`src/hw/rtl/smvm_div.sv`:
```
`timescale 1ns / 1ps
// Restoring divider, one quotient bit per cycle.
module smvm_div #(
  parameter int unsigned DW = 56,
  parameter int unsigned NW = 9
) (
  input  logic          clk_i,
  input  logic          rst_ni,
  input  logic          start_i,
  input  logic [DW-1:0] dividend_i,
  input  logic [NW-1:0] divisor_i,
  output logic          done_o,
  output logic [DW-1:0] quotient_o
);

  localparam int unsigned KW = $clog2(DW + 1);

  logic [NW:0]   rem_q, rem_d;
  logic [DW-1:0] quo_q, quo_d;
  logic [NW-1:0] dvs_q;
  logic [KW-1:0] cnt_q, cnt_d;
  logic          run_q, run_d;
  logic          done_q, done_d;
  logic [NW:0]   trial;
  logic          fits;

  always_comb begin
    trial  = {rem_q[NW-1:0], quo_q[DW-1]};
    fits   = trial >= {1'b0, dvs_q};
    rem_d  = rem_q;
    quo_d  = quo_q;
    cnt_d  = cnt_q;
    run_d  = run_q;
    done_d = 1'b0;
    if (start_i) begin
      rem_d = '0;
      quo_d = dividend_i;
      cnt_d = KW'(DW);
      run_d = 1'b1;
    end else if (run_q) begin
      rem_d = fits ? trial - {1'b0, dvs_q} : trial;
      quo_d = {quo_q[DW-2:0], fits};
      cnt_d = cnt_q - 1'b1;
      if (cnt_q == KW'(1)) begin
        run_d  = 1'b0;
        done_d = 1'b1;
      end
    end
  end

  always_ff @(posedge clk_i or negedge rst_ni) begin
    if (!rst_ni) begin
      run_q  <= 1'b0;
      done_q <= 1'b0;
      cnt_q  <= '0;
    end else begin
      run_q  <= run_d;
      done_q <= done_d;
      cnt_q  <= cnt_d;
    end
  end

  always_ff @(posedge clk_i) begin
    rem_q <= rem_d;
    quo_q <= quo_d;
    if (start_i) begin
      dvs_q <= divisor_i;
    end
  end

  assign done_o     = done_q;
  assign quotient_o = quo_q;

endmodule

```
`config.mk`:
```
export PLATFORM = sky130hd
export DESIGN_NAME = smvm_div
export DESIGN_NICKNAME = d
export VERILOG_FILES = /design/src/hw/rtl/smvm_div.sv
export SDC_FILE = /design/constraint.sdc
export NUM_CORES = 1
export LEC_CHECK = 0
export ABC_AREA = 1
export BUFFER_PORTS_ARGS = -buffer_cell sky130_fd_sc_hd__buf_2
export CAP_MARGIN = 20
export CORE_UTILIZATION = 35
export DETAILED_ROUTE_END_ITERATION = 10
export GPL_TIMING_DRIVEN = 1
export PLACE_DENSITY = 0.7
export SLEW_MARGIN = 20
export SYNTH_ARGS = -nofsm -noshare
export SYNTH_HDL_FRONTEND = slang
export SYNTH_SLANG_ARGS = --single-unit
```
`constraint.sdc`:
```
create_clock -name clk_i -period 2.4 [get_ports clk_i]
set_clock_uncertainty 0.2 [all_clocks]
set_input_delay 0.6 -clock clk_i [delete_from_list [all_inputs] [get_ports clk_i]]
set_output_delay 0.6 -clock clk_i [all_outputs]
set_load 0.005 [all_outputs]
```
==> run summary <==
The run finished with clean final reports. The net count of the finished layout came out at 651. The worst setup path is of the reg2reg kind. After synthesis, the mean cell area works out to 8.98 um2. Walking the worst path, the cells encountered are inv_1, ha_1, inv_1, fa_1, nand3_1, nand3_1, xnor2_1, nand2_1, nand3_1, o21ai_1. The worst register-to-register path ends at rem_q[4]$_SDFFE_PP0P_.

The tool flagged a number of max-cap violations equal to 0. Derived from the worst setup path, the maximum achievable clock frequency is 466 MHz. The number of top-level pins came out at 125. The path with the worst hold slack has its endpoint at dvs_q[2]$_DFFE_PP_. For this run, the number of Yosys warnings is 0. The total number of vias is 3,299. The number of setup violations in the final report is 0. The async set or reset register ratio after synthesis is 0.0976. The final antenna-violating net count is 0. In this run the critical register-to-register path is launched from quotient_o[55]$_DFFE_PP_. For this design, the slowest cell found on the critical path is fa_1. The synthesized netlist occupies a cell area of 3970 um2. The remaining routing DRC violations came out at 0. The wire length of the first global-routing pass is 14,700 um. TritonCTS built the clock tree.

The final number of max-transition violations came out at 0. The number of sinks on the clock net came out at 82. The largest net degree at the start of global routing came out at 66. The total count of hold-check failures in the final report came out at 0.

The post-route setup TNS came out at 0 ns. The largest fanout on the critical path came out at 3. The maximum vdd ir drop came out at 406 uV. The floorplan die width is 109 um. The later-pin clock latency in the skew report is 0.34 ns.

The data required time at the worst endpoint is 2.42 ns. The maximum number of buffers from clock root to sink came out at 2. The area growth from synthesis to layout came out at 28.8%. The final standard cell count with taps included and fillers excluded is 716. Dividing the detail-routed wire length by the instance count gives 13.2 um. For this run, the slowest stage of the critical path takes 0.43 ns.

The floorplan step set the die height to 109 um. The net count of the mapped netlist came out at 522. The die covers 11,800 um2. The synthesized instance count is 442.

The total cell area at the placement stage came out at 4750 um2. The fraction of the cycle the final worst path needs is 0.895. The commonest cells after synthesis are nand2_1, edfxtp_1, inv_1.

The count of buffer and inverter cells on the critical path is 2. CTS built an H-tree with a depth of 3. The initial cell density of the core came out at 0.363. Headroom to the max-slew limit came out at 0.474.

The data arrival time of the critical path is 2.16 ns. The minimum setup slack among reg-to-reg paths came out at 0.25 ns. The initial antenna violation count came to 0. For this run, the register share of the synthesized area comes to 0.587. The biggest area contributor in the post-synthesis netlist is edfxtp_1.

The area of the core region is 10,900 um2. The startpoint identified for the worst hold timing path is divisor_i[2]. STA classifies the critical path startpoint as a flop.

The total wire length after detailed routing is 9460 um. In the routed layout, each cell is associated on average with a via count of 4.61. The number of antenna cells inserted came out at 0. The final weighted congestion of routability-driven global placement came out at 0.837. The detailed placement HPWL is 6660 um. The minimum period implied by the final worst setup slack came out at 2.15 ns. The number of CTS-inserted buffers came out at 9. The cell family contributing the most delay on the critical path is adder cells. The share of the synthesized area in the top cell type is 0.491.

The cell depth of the worst flop-to-flop path is 10. The type of the most critical hold path is in2reg. The number of rows created at floorplan is 38. The count of buffers from port buffering came out at 124. Summing all non-filler instances in the final layout gives an area of 5110 um2. The fraction of layout cells with a size suffix above 1 is 0.283. The total overflow left after global routing is 0.

The dominant synthesized flop cell is edfxtp_1. The overall fraction of global-route tracks in use came out at 0.167. After clock tree synthesis, the clock-pin slew on the worst setup and hold paths is 0.06 ns. The element type at the critical path end is a flop. Clock tree synthesis selected as its root buffer the cell clkbuf_16. The most numerous cell type found on the critical path is nand3_1. The synthesized design contains 82 register bits. At the pin with the least slew margin, the transition time is 0.787 ns. Sorting the synthesized cells by area gives the leading types as edfxtp_1, nand2_1, dfrtp_1. Setup repair after global routing left no endpoint under its margin. The worst hold path depth came out at 1. The power per cell area is 861 nW/um2.

The post-synthesis cell type count came out at 29. Counting tap cells, the placed design contains a total of 695 instances. Yosys mapped a number of flops with a built-in enable equal to 65. The number of global-route vias before repair is 3,140. The count of TritonRoute iterations in the first routing pass is 4.

Summed over all cells, the static leakage comes to 2.65 nW. After the first detailed-routing iteration, the DRC count stood at 146. The most instantiated library cell after synthesis is nand2_1.
[stage by stage]
stage               utilization  hold slack (ns)  setup WS (ns)  total power, mW
global route              0.468            0.221         0.0485             4.64
finish                    0.468            0.237          0.252             4.40
floorplan                     -            0.104         0.0183             2.60
detailed placement        0.434            0.252         0.0943             2.95
global placement          0.434            0.250          0.190             2.90
CTS                       0.465            0.219         0.0702             4.43
[where the power goes]
part	internal (mW)	switching (mW)
logic	0.461	0.645
clock network	0.927	0.528
registers	1.73	0.115
[sequential cells by signal (all words and copies together), names as in the netlist]
signal      cells
quotient_o     56
cnt_q           6
done_o          1
rem_q           9
dvs_q           9
run_q           1
[cell type report]
cell class	count	area [um2]
clock inverter	1	30.0
timing repair buffer	134	723
multi-input combinational	304	1410
fill	1074	5820
sequential	82	2330
inverter	40	154
tap	140	175
clock buffer	15	289
[per-layer routing]
metal | part of all wire | routed length (um) | global-route usage | vias up
met2 | 0.48 | 4520 | 0.272 | 96
li1 | - | - | - | 1675
met1 | 0.43 | 4110 | 0.194 | 1503
met3 | 0.056 | 526 | 0.0482 | 25
met5 | 0 | 0 | 0 | -
met4 | 0.032 | 303 | 0.102 | 0
[placed cells by master, fill, tap and decap left out, types with 3 or more instances in the layout]
cell / n
nand2_1: 217
clkbuf_16: 10
clkbuf_1: 3
dfrtp_1: 8
ha_1: 11
nand3_1: 23
nand2_2: 3
nor2_1: 10
o21ai_0: 5
nand3_2: 5
edfxtp_1: 65
dfxtp_1: 9
nor2_2: 3
xnor2_1: 3
inv_1: 38
a21oi_1: 7
o21ai_1: 3
buf_4: 7
buf_2: 124
[cells by family (layout without fill, tap and decap cells)]
logic type,after synthesis,after routing,synth area share
compound gates,20,20,0.0284
xor+xnor,3,3,0.00662
fa+ha+maj,12,12,0.0397
buf+inv,56,190,0.0605
flops,82,82,0.587
simple gates,269,269,0.278
[worst max path at each step]
stage,depth (start not counted),slack (ns),end,startpoint
5_1_grt,10,0.05,rem_q[4]$_SDFFE_PP0P_,quotient_o[55]$_DFFE_PP_
3_3_place_gp,11,0.19,rem_q[4]$_SDFFE_PP0P_,quotient_o[55]$_DFFE_PP_
3_5_place_dp,11,0.09,rem_q[4]$_SDFFE_PP0P_,quotient_o[55]$_DFFE_PP_
4_1_cts,11,0.07,rem_q[4]$_SDFFE_PP0P_,quotient_o[55]$_DFFE_PP_
6_report,10,0.25,rem_q[4]$_SDFFE_PP0P_,quotient_o[55]$_DFFE_PP_
2_1_floorplan,3,0.02,quotient_o[0]$_DFFE_PP_,start_i
[repair_timing]
item,4_1_cts,5_1_grt
hold buffers,1,0
endpoints found under the hold margin,8,0
endpoints found under the setup margin,0,8
resized for setup,0,1
setup buffers,0,4
Power figures use the tool's default switching activity.
